--- config.mk ---
export PLATFORM = sky130hd
export DESIGN_NAME = infix_to_postfix_converter
export DESIGN_NICKNAME = d
export VERILOG_FILES = /design/src/rtl/core/itp_pkg.sv /design/src/rtl/core/itp_fifo.sv /design/src/rtl/core/itp_front.sv /design/src/rtl/core/itp_back.sv /design/src/rtl/core/infix_to_postfix_converter.sv
export SDC_FILE = /design/constraint.sdc
export NUM_CORES = 1
export LEC_CHECK = 0
export BUFFER_PORTS_ARGS = -buffer_cell sky130_fd_sc_hd__buf_2
export CORE_UTILIZATION = 44
export DETAILED_ROUTE_END_ITERATION = 6
export HOLD_SLACK_MARGIN = 0.05
export SLEW_MARGIN = 25
export SYNTH_ARGS = -nofsm -noshare
export SYNTH_HDL_FRONTEND = slang
export SYNTH_SLANG_ARGS = --single-unit
export TNS_END_PERCENT = 30
--- constraint.sdc ---
create_clock -name clk -period 5.9 [get_ports clk]
set_clock_uncertainty 0.2 [all_clocks]
set_input_delay 0.295 -clock clk [delete_from_list [all_inputs] [get_ports clk]]
set_output_delay 0.295 -clock clk [all_outputs]
set_load 0.005 [all_outputs]
--- src/rtl/core/itp_pkg.sv ---
package itp_pkg;

  localparam int STACK_DEPTH_DEF = 32;
  localparam int CMD_QUEUE_DEPTH = 2;
  localparam int OUT_QUEUE_DEPTH = 2;

  localparam logic [7:0] CH_PLUS  = 8'h2B;
  localparam logic [7:0] CH_MINUS = 8'h2D;
  localparam logic [7:0] CH_STAR  = 8'h2A;
  localparam logic [7:0] CH_SLASH = 8'h2F;
  localparam logic [7:0] CH_CARET = 8'h5E;
  localparam logic [7:0] CH_OPEN  = 8'h28;
  localparam logic [7:0] CH_CLOSE = 8'h29;
  localparam logic [7:0] CH_SPACE = 8'h20;
  localparam logic [7:0] CH_TAB   = 8'h09;
  localparam logic [7:0] CH_CR    = 8'h0D;
  localparam logic [7:0] CH_DIG0  = 8'h30;
  localparam logic [7:0] CH_DIG9  = 8'h39;
  localparam logic [7:0] CH_UPA   = 8'h41;
  localparam logic [7:0] CH_UPZ   = 8'h5A;
  localparam logic [7:0] CH_LOA   = 8'h61;
  localparam logic [7:0] CH_LOZ   = 8'h7A;
  localparam logic [7:0] CH_NUL   = 8'h00;

  localparam logic [2:0] ST_OK             = 3'd0;
  localparam logic [2:0] ST_OVERFLOW       = 3'd1;
  localparam logic [2:0] ST_UNMATCHED_CLOSE = 3'd2;
  localparam logic [2:0] ST_MISSING_OPND   = 3'd3;
  localparam logic [2:0] ST_UNMATCHED_OPEN = 3'd4;
  localparam logic [2:0] ST_BAD_COUNT      = 3'd5;

  typedef enum logic [2:0] {
    K_OPND,
    K_OPEN,
    K_CLOSE,
    K_OPER,
    K_END
  } kind_t;

  typedef struct packed {
    logic [7:0] symbol;
    logic       end_of_expr;
  } in_item_t;

  typedef struct packed {
    logic [7:0] out_symbol;
    logic [2:0] status;
    logic       last;
  } out_item_t;

  typedef struct packed {
    kind_t      kind;
    logic [7:0] sym;
    logic [1:0] prec;
  } cmd_t;

  function automatic logic [1:0] prec_of(input logic [7:0] ch);
    logic [1:0] p;
    unique case (ch)
      CH_PLUS, CH_MINUS: p = 2'd1;
      CH_STAR, CH_SLASH: p = 2'd2;
      CH_CARET:          p = 2'd3;
      default:           p = 2'd0;
    endcase
    return p;
  endfunction

  function automatic logic is_operand(input logic [7:0] ch);
    return (ch >= CH_DIG0 && ch <= CH_DIG9) || (ch >= CH_UPA && ch <= CH_UPZ) ||
           (ch >= CH_LOA && ch <= CH_LOZ);
  endfunction

  function automatic logic is_space(input logic [7:0] ch);
    return (ch == CH_SPACE) || (ch >= CH_TAB && ch <= CH_CR);
  endfunction

endpackage

--- src/rtl/core/itp_fifo.sv ---
module itp_fifo #(
  parameter int WIDTH = 8,
  parameter int DEPTH = 2
) (
  input  logic             clk,
  input  logic             rst_n,
  input  logic             wr,
  input  logic [WIDTH-1:0] wdata,
  input  logic             rd,
  output logic [WIDTH-1:0] rdata,
  output logic             full,
  output logic             empty
);

  localparam int AW = (DEPTH > 1) ? $clog2(DEPTH) : 1;

  logic [WIDTH-1:0] mem [DEPTH];
  logic [AW:0]      wptr_r;
  logic [AW:0]      rptr_r;
  logic             do_wr;
  logic             do_rd;

  assign empty = (wptr_r == rptr_r);
  assign full  = (wptr_r[AW] != rptr_r[AW]) && (wptr_r[AW-1:0] == rptr_r[AW-1:0]);
  assign do_wr = wr && !full;
  assign do_rd = rd && !empty;
  assign rdata = mem[rptr_r[AW-1:0]];

  always_ff @(posedge clk) begin
    if (do_wr) begin
      mem[wptr_r[AW-1:0]] <= wdata;
    end
  end

  always_ff @(posedge clk) begin
    if (!rst_n) begin
      wptr_r <= '0;
      rptr_r <= '0;
    end else begin
      if (do_wr) begin
        wptr_r <= wptr_r + 1'b1;
      end
      if (do_rd) begin
        rptr_r <= rptr_r + 1'b1;
      end
    end
  end

endmodule

--- src/rtl/core/itp_front.sv ---
module itp_front (
  input  logic               push,
  input  itp_pkg::in_item_t  in_item,
  input  logic               q_full,
  output logic               cmd_wr,
  output itp_pkg::cmd_t      cmd
);

  logic skip;

  always_comb begin
    cmd.sym  = in_item.symbol;
    cmd.prec = itp_pkg::prec_of(in_item.symbol);
    skip     = 1'b0;
    priority if (in_item.end_of_expr) begin
      cmd.kind = itp_pkg::K_END;
    end else if (itp_pkg::is_space(in_item.symbol)) begin
      cmd.kind = itp_pkg::K_OPER;
      skip     = 1'b1;
    end else if (itp_pkg::is_operand(in_item.symbol)) begin
      cmd.kind = itp_pkg::K_OPND;
    end else if (in_item.symbol == itp_pkg::CH_OPEN) begin
      cmd.kind = itp_pkg::K_OPEN;
    end else if (in_item.symbol == itp_pkg::CH_CLOSE) begin
      cmd.kind = itp_pkg::K_CLOSE;
    end else begin
      cmd.kind = itp_pkg::K_OPER;
    end
  end

  // whitespace is taken and dropped here
  assign cmd_wr = push && !q_full && !skip;

endmodule

--- src/rtl/core/itp_back.sv ---
module itp_back #(
  parameter int STACK_DEPTH = itp_pkg::STACK_DEPTH_DEF
) (
  input  logic                clk,
  input  logic                rst_n,
  input  logic                cmd_valid,
  input  itp_pkg::cmd_t       cmd,
  output logic                cmd_rd,
  input  logic                o_full,
  output logic                o_wr,
  output itp_pkg::out_item_t  o_data
);

  localparam int DW = $clog2(STACK_DEPTH + 1);
  localparam int AW = $clog2(STACK_DEPTH);

  typedef enum logic {
    S_RUN,
    S_FLUSH
  } state_t;

  state_t             state_r, state_nxt;
  logic [DW-1:0]      depth_r, depth_nxt;
  logic [7:0]         cnt_r, cnt_nxt;
  logic               open_r, open_nxt;
  itp_pkg::out_item_t pend_r, pend_nxt;
  logic               pendv_r, pendv_nxt;

  logic [7:0]         mem [STACK_DEPTH];
  logic [7:0]         tos_r;
  logic [DW-1:0]      rd_full;
  logic [AW-1:0]      raddr;
  logic [AW-1:0]      waddr;
  logic               we;

  logic               has_top;
  logic               top_open;
  logic               pop_emit;
  logic               push_op;
  logic               emit;
  logic               done;
  logic [7:0]         esym;
  logic [2:0]         est;

  assign has_top  = (depth_r != '0);
  assign top_open = (tos_r == itp_pkg::CH_OPEN);
  assign waddr    = depth_r[AW-1:0];
  assign rd_full  = depth_nxt - DW'(1);
  assign raddr    = rd_full[AW-1:0];

  // stack body, top entry kept in tos_r with write forwarding
  always_ff @(posedge clk) begin
    if (we) begin
      mem[waddr] <= cmd.sym;
    end
    if (we && (waddr == raddr)) begin
      tos_r <= cmd.sym;
    end else begin
      tos_r <= mem[raddr];
    end
  end

  always_comb begin
    state_nxt = state_r;
    depth_nxt = depth_r;
    cnt_nxt   = cnt_r;
    open_nxt  = open_r;
    pend_nxt  = pend_r;
    pendv_nxt = pendv_r;
    cmd_rd    = 1'b0;
    o_wr      = 1'b0;
    o_data    = pend_r;
    o_data.last = 1'b0;
    we        = 1'b0;
    pop_emit  = 1'b0;
    push_op   = 1'b0;
    emit      = 1'b0;
    done      = 1'b0;
    esym      = itp_pkg::CH_NUL;
    est       = itp_pkg::ST_OK;

    unique case (state_r)
      S_FLUSH: begin
        if (!o_full) begin
          o_wr        = 1'b1;
          o_data.last = 1'b1;
          pendv_nxt   = 1'b0;
          state_nxt   = S_RUN;
        end
      end
      S_RUN: begin
        if (cmd_valid && !o_full) begin
          unique case (cmd.kind)
            itp_pkg::K_OPND: begin
              emit = 1'b1;
              esym = cmd.sym;
              if (cnt_r != 8'hFF) begin
                cnt_nxt = cnt_r + 8'd1;
              end
              done = 1'b1;
            end
            itp_pkg::K_OPEN: begin
              push_op = 1'b1;
              done    = 1'b1;
            end
            itp_pkg::K_CLOSE: begin
              if (has_top && !top_open) begin
                pop_emit = 1'b1;
              end else if (has_top) begin
                depth_nxt = depth_r - DW'(1);
                done      = 1'b1;
              end else begin
                emit = 1'b1;
                est  = itp_pkg::ST_UNMATCHED_CLOSE;
                done = 1'b1;
              end
            end
            itp_pkg::K_OPER: begin
              if (has_top && !top_open && (itp_pkg::prec_of(tos_r) >= cmd.prec)) begin
                pop_emit = 1'b1;
              end else begin
                push_op = 1'b1;
                done    = 1'b1;
              end
            end
            itp_pkg::K_END: begin
              if (has_top) begin
                if (top_open) begin
                  depth_nxt = depth_r - DW'(1);
                  open_nxt  = 1'b1;
                end else begin
                  pop_emit = 1'b1;
                end
              end else begin
                emit = 1'b1;
                if (open_r) begin
                  est = itp_pkg::ST_UNMATCHED_OPEN;
                end else if (cnt_r != 8'd1) begin
                  est = itp_pkg::ST_BAD_COUNT;
                end
                cnt_nxt  = 8'd0;
                open_nxt = 1'b0;
                done     = 1'b1;
              end
            end
            default: begin
              done = 1'b1;
            end
          endcase

          if (pop_emit) begin
            depth_nxt = depth_r - DW'(1);
            emit      = 1'b1;
            esym      = tos_r;
            if (cnt_r >= 8'd2) begin
              cnt_nxt = cnt_r - 8'd1;
            end else begin
              cnt_nxt = 8'd1;
              est     = itp_pkg::ST_MISSING_OPND;
            end
          end

          if (push_op) begin
            if (depth_r >= DW'(STACK_DEPTH)) begin
              emit = 1'b1;
              est  = itp_pkg::ST_OVERFLOW;
            end else begin
              we        = 1'b1;
              depth_nxt = depth_r + DW'(1);
            end
          end

          // the previous result of this item is not the final one
          if (emit) begin
            o_wr                = pendv_r;
            pend_nxt.out_symbol = esym;
            pend_nxt.status     = est;
            pend_nxt.last       = 1'b0;
            pendv_nxt           = 1'b1;
          end

          if (done) begin
            cmd_rd = 1'b1;
            if (emit || pendv_r) begin
              state_nxt = S_FLUSH;
            end
          end
        end
      end
      default: begin
        state_nxt = S_RUN;
      end
    endcase
  end

  always_ff @(posedge clk) begin
    if (!rst_n) begin
      state_r <= S_RUN;
      depth_r <= '0;
      cnt_r   <= '0;
      open_r  <= 1'b0;
      pendv_r <= 1'b0;
    end else begin
      state_r <= state_nxt;
      depth_r <= depth_nxt;
      cnt_r   <= cnt_nxt;
      open_r  <= open_nxt;
      pendv_r <= pendv_nxt;
    end
    pend_r <= pend_nxt;
  end

endmodule

--- src/rtl/core/infix_to_postfix_converter.sv ---
// Infix to postfix converter.
// Input queue: drive in_item and raise push; the item is taken on a clock edge
// with push high and full low. end_of_expr closes an expression: the stack is
// flushed, a status result follows, and the stack and operand count clear.
// Result queue: while empty is low, out_item holds the oldest result; it is
// taken on an edge with pop high. last marks the final result of an item.
// Whitespace is taken and dropped in the front; other items go through a
// two-entry command queue to the stack engine, which handles one stack step
// per cycle while the result queue has room and writes results into a
// two-entry result queue. An operand item takes a run step that holds its
// result pending and a flush step that writes it out marked last; each
// operator popped adds a run step, as does each '(' dropped at end of
// expression. Stack entries sit in a memory with a registered top read.
// While the receiver does not pop, the result queue fills, the engine halts
// in place and full rises once the command queue is full. No item is lost.
// Reset (rst_n low, synchronous) empties both queues, the stack and the
// operand count; the stack memory needs no clearing.
module infix_to_postfix_converter #(
  parameter int STACK_DEPTH = itp_pkg::STACK_DEPTH_DEF
) (
  input  logic               clk,
  input  logic               rst_n,
  input  logic               push,
  output logic               full,
  input  itp_pkg::in_item_t  in_item,
  output logic               empty,
  input  logic               pop,
  output itp_pkg::out_item_t out_item
);

  localparam int CW = $bits(itp_pkg::cmd_t);
  localparam int OW = $bits(itp_pkg::out_item_t);

  itp_pkg::cmd_t      f_cmd;
  logic               f_wr;
  logic [CW-1:0]      q_rdata;
  logic               q_empty;
  logic               q_rd;
  logic               o_full;
  logic               o_wr;
  itp_pkg::out_item_t o_data;
  logic [OW-1:0]      o_rdata;

  itp_front u_front (
    .push    (push),
    .in_item (in_item),
    .q_full  (full),
    .cmd_wr  (f_wr),
    .cmd     (f_cmd)
  );

  itp_fifo #(
    .WIDTH (CW),
    .DEPTH (itp_pkg::CMD_QUEUE_DEPTH)
  ) u_cmd_q (
    .clk   (clk),
    .rst_n (rst_n),
    .wr    (f_wr),
    .wdata (f_cmd),
    .rd    (q_rd),
    .rdata (q_rdata),
    .full  (full),
    .empty (q_empty)
  );

  itp_back #(
    .STACK_DEPTH (STACK_DEPTH)
  ) u_back (
    .clk       (clk),
    .rst_n     (rst_n),
    .cmd_valid (!q_empty),
    .cmd       (itp_pkg::cmd_t'(q_rdata)),
    .cmd_rd    (q_rd),
    .o_full    (o_full),
    .o_wr      (o_wr),
    .o_data    (o_data)
  );

  itp_fifo #(
    .WIDTH (OW),
    .DEPTH (itp_pkg::OUT_QUEUE_DEPTH)
  ) u_out_q (
    .clk   (clk),
    .rst_n (rst_n),
    .wr    (o_wr),
    .wdata (o_data),
    .rd    (pop),
    .rdata (o_rdata),
    .full  (o_full),
    .empty (empty)
  );

  assign out_item = itp_pkg::out_item_t'(o_rdata);

endmodule

==> results.yml <==
clocking:
  cts_tree: "done"
  cts_root_buf: "clkbuf_16"
  clockBufferDepth: 3
  numCtsBuffers: 36
  clkSinkCount: 349
  path_clk_slew_ns: 0.06
  clock_latency_ns: 0.52
  htree_num_levels: 2
yosys:
  synthesis.area_um2: 14600
  synth_edf_count: 317
  synth_cells: 883
  synth_cell_types: 59
  yosysMostFrequentCell: "edfxtp_1"
  synth_nets: 907
  yosys.area.top_type_share: 0.653
  synth_area_leaders: "edfxtp_1 (65%), mux4_2 (11%), dfxtp_1 (4.4%)"
  ys.flop_type: "edfxtp_1"
  synth_top_area_cell: "edfxtp_1"
  yosys_warnings: 0
  syn_avg_cell_area_um2: 16.5
  synth_seq_cells: 349
  synth_common_cells: "edfxtp_1 (317), nor2_1 (78), mux4_2 (68), nand2_1 (35), dfxtp_1 (32)"
  synth-seq-area-share: 0.697
  async_flop_share: 0
setup_path:
  cp_slowest_cell: "mux4_2"
  critPathArrivalTime_ns: 5.56
  cp-end-kind: "register"
  path_buf_inv: 2
  critPathLaunchType: "register"
  cp_data_required_time_ns: 5.91
  slowest_delay_ns: 0.55
  crit_type: "register to register"
  crit_family: "simple AND/OR/NAND/NOR gates"
  path_max_fanout: 13
  path_cells: "buf_12, mux4_2, mux4_2, mux2i_1, nand3b_1, or2_2, o31a_1, ha_1, nand2b_1, a21oi_1, nor2_1, o31a_1, a211o_1, nor2_2, nand2_1, nor3_1, buf_4"
finish:
  fin_util: 0.516
  diodes: 0
  fin_cells: 1441
  fill_cells: 2702
  seq_area_um2: 10200
  drive_gt1_frac: 0.237
  layout.nets: 998
  syn_to_final_growth_pct: 15.2
  multi_input_area_um2: 4150
place:
  dpl.hpwl_um: 20900
  place.gp.congestion: 0.832
  place_inst: 1366
  port-buffer-count: 26
timing:
  holdWs_ns: 0.248
  worst_slew_pin_slew_ns: 0.923
  setup_viol: 0
  fmax_mhz: 180
  slew_headroom: 0.384
  hold_viol: 0
  final.min_clock_period_ns: 5.55
  post-route-period-util: 0.940
  drv_slew: 0
  rsz0062_at_grt: "no"
floorplan:
  row_count: 66
  ios: 27
  coreArea_um2: 32500
  die_w_um: 184
  die_h_um: 184
  start_util: 0.448
  dieArea_um2: 33900
grt:
  grt_util_all_layers: 0.197
  grt_pass1_wl_um: 49100
  antenna_found_initial: 0
  overflow: 0
  grt_pass1_vias: 8011
  grt_max_degree: 34
route:
  routedWlPerCell_um: 22.4
  drc: 0
  firstDrtPassIters: 4
  num_vias: 8075
  ant_nets: 0
  via_per_inst: 5.60
  routed_wl_um: 32300
  drt-initial-drc-count: 707
power:
  p_total_mw: 8.23
  ir_drop_uv: 268
  power_density_nw_per_um2: 490
  total_leakage_power_nw: 5.59
hold_path:
  hp-class: "register to register"
status:
  outcome: "finished, final reports clean"
run:
  cap_violations: 0
[path summary, 6_finish.rpt]
check	startpoint	to	slack (ns)	cells past startpoint
setup / recovery	register	u_back.mem[12][5]	0.35	17
hold / removal	u_back.o_data[2]	u_out_q.mem[0][2]	0.25	0
setup reg to reg	register	u_back.mem[12][5]	0.35	17
hold reg to reg	u_back.o_data[2]	u_out_q.mem[0][2]	0.25	0
[placed cells by master (no fill, tap or decap), types with 10 or more instances in the layout]
master	count
buf_4	55
nand2_1	35
nand2b_1	12
dfxtp_1	30
mux2i_1	22
nor2_1	77
o21ai_0	13
dlygate4sd3_1	12
clkbuf_1	10
buf_2	26
nor3_1	27
inv_1	19
mux2_2	23
nand3_1	14
a211oi_1	10
edfxtp_1	317
clkbuf_16	37
ha_1	11
mux4_2	68
xnor2_1	17
a21oi_1	27
[area by class of cell]
cell class              count  share of cell area
clock buffers              50              0.0599
clock inverters            13             0.00529
inverters                  19             0.00425
multi-input cells         471               0.247
flip-flops and latches    349               0.606
well taps                 442              0.0330
repair buffers             97              0.0443
[registers in the layout (all words and copies together) (netlist names), named ones only]
| signal | cells |
|---|---|
| u_back.cnt_r | 8 |
| u_back.depth_r | 6 |
| u_back.mem | 256 |
| u_back.o_data | 11 |
| u_back.open_r | 1 |
| u_back.pendv_r | 1 |
| u_back.state_r | 1 |
| u_cmd_q.mem | 26 |
| u_cmd_q.rptr_r | 2 |
| u_cmd_q.wptr_r | 2 |
| u_out_q.mem | 24 |
| u_out_q.rptr_r | 2 |
| u_out_q.wptr_r | 2 |
[power by group]
group	switching, mW	internal (mW)
Sequential	0.235	3.16
Combinational	1.58	1.13
Clock	0.892	1.23
Total	2.71	5.52
[cell families after synthesis]
kind of cell | after synthesis | synth area share
flip-flops | 349 | 0.697
AND/OR/NAND/NOR | 217 | 0.0720
multiplexers | 113 | 0.138
AO/OA/AOI/OAI | 109 | 0.0524
buffers and inverters | 63 | 0.0185
XOR/XNOR | 21 | 0.0126
adder cells (fa/ha/maj) | 11 | 0.00944
[routing by layer]
metal	share of wire	vias up	global-route usage	wire length, µm
li1	-	3676	-	-
met1	0.46	4105	0.294	14900
met2	0.46	253	0.305	15000
met3	0.059	41	0.0295	1900
met4	0.016	0	0.0470	527
met5	0	-	0	0
[metrics by stage]
| stage | setup slack [ns] | setup TNS (ns) | instance area, µm² |
|---|---|---|---|
| 6_report | 0.352 | 0 | 16800 |
| 5_1_grt | 0.0136 | 0 | 16800 |
| 4_1_cts | 0.204 | 0 | 16800 |
| 3_5_place_dp | 0.222 | 0 | 15600 |
| 3_3_place_gp | -0.00635 | -0.0688 | 15600 |
| 2_1_floorplan | 0.540 | 0 | 14600 |
[what timing repair did]
action	CTS	global route
setup buffers	0	0
endpoints found under the setup margin	0	237
hold buffers	12	0
gates resized for setup	0	3
hold endpoints to repair	27	0
Note: power is estimated with default switching activity, not from simulation.
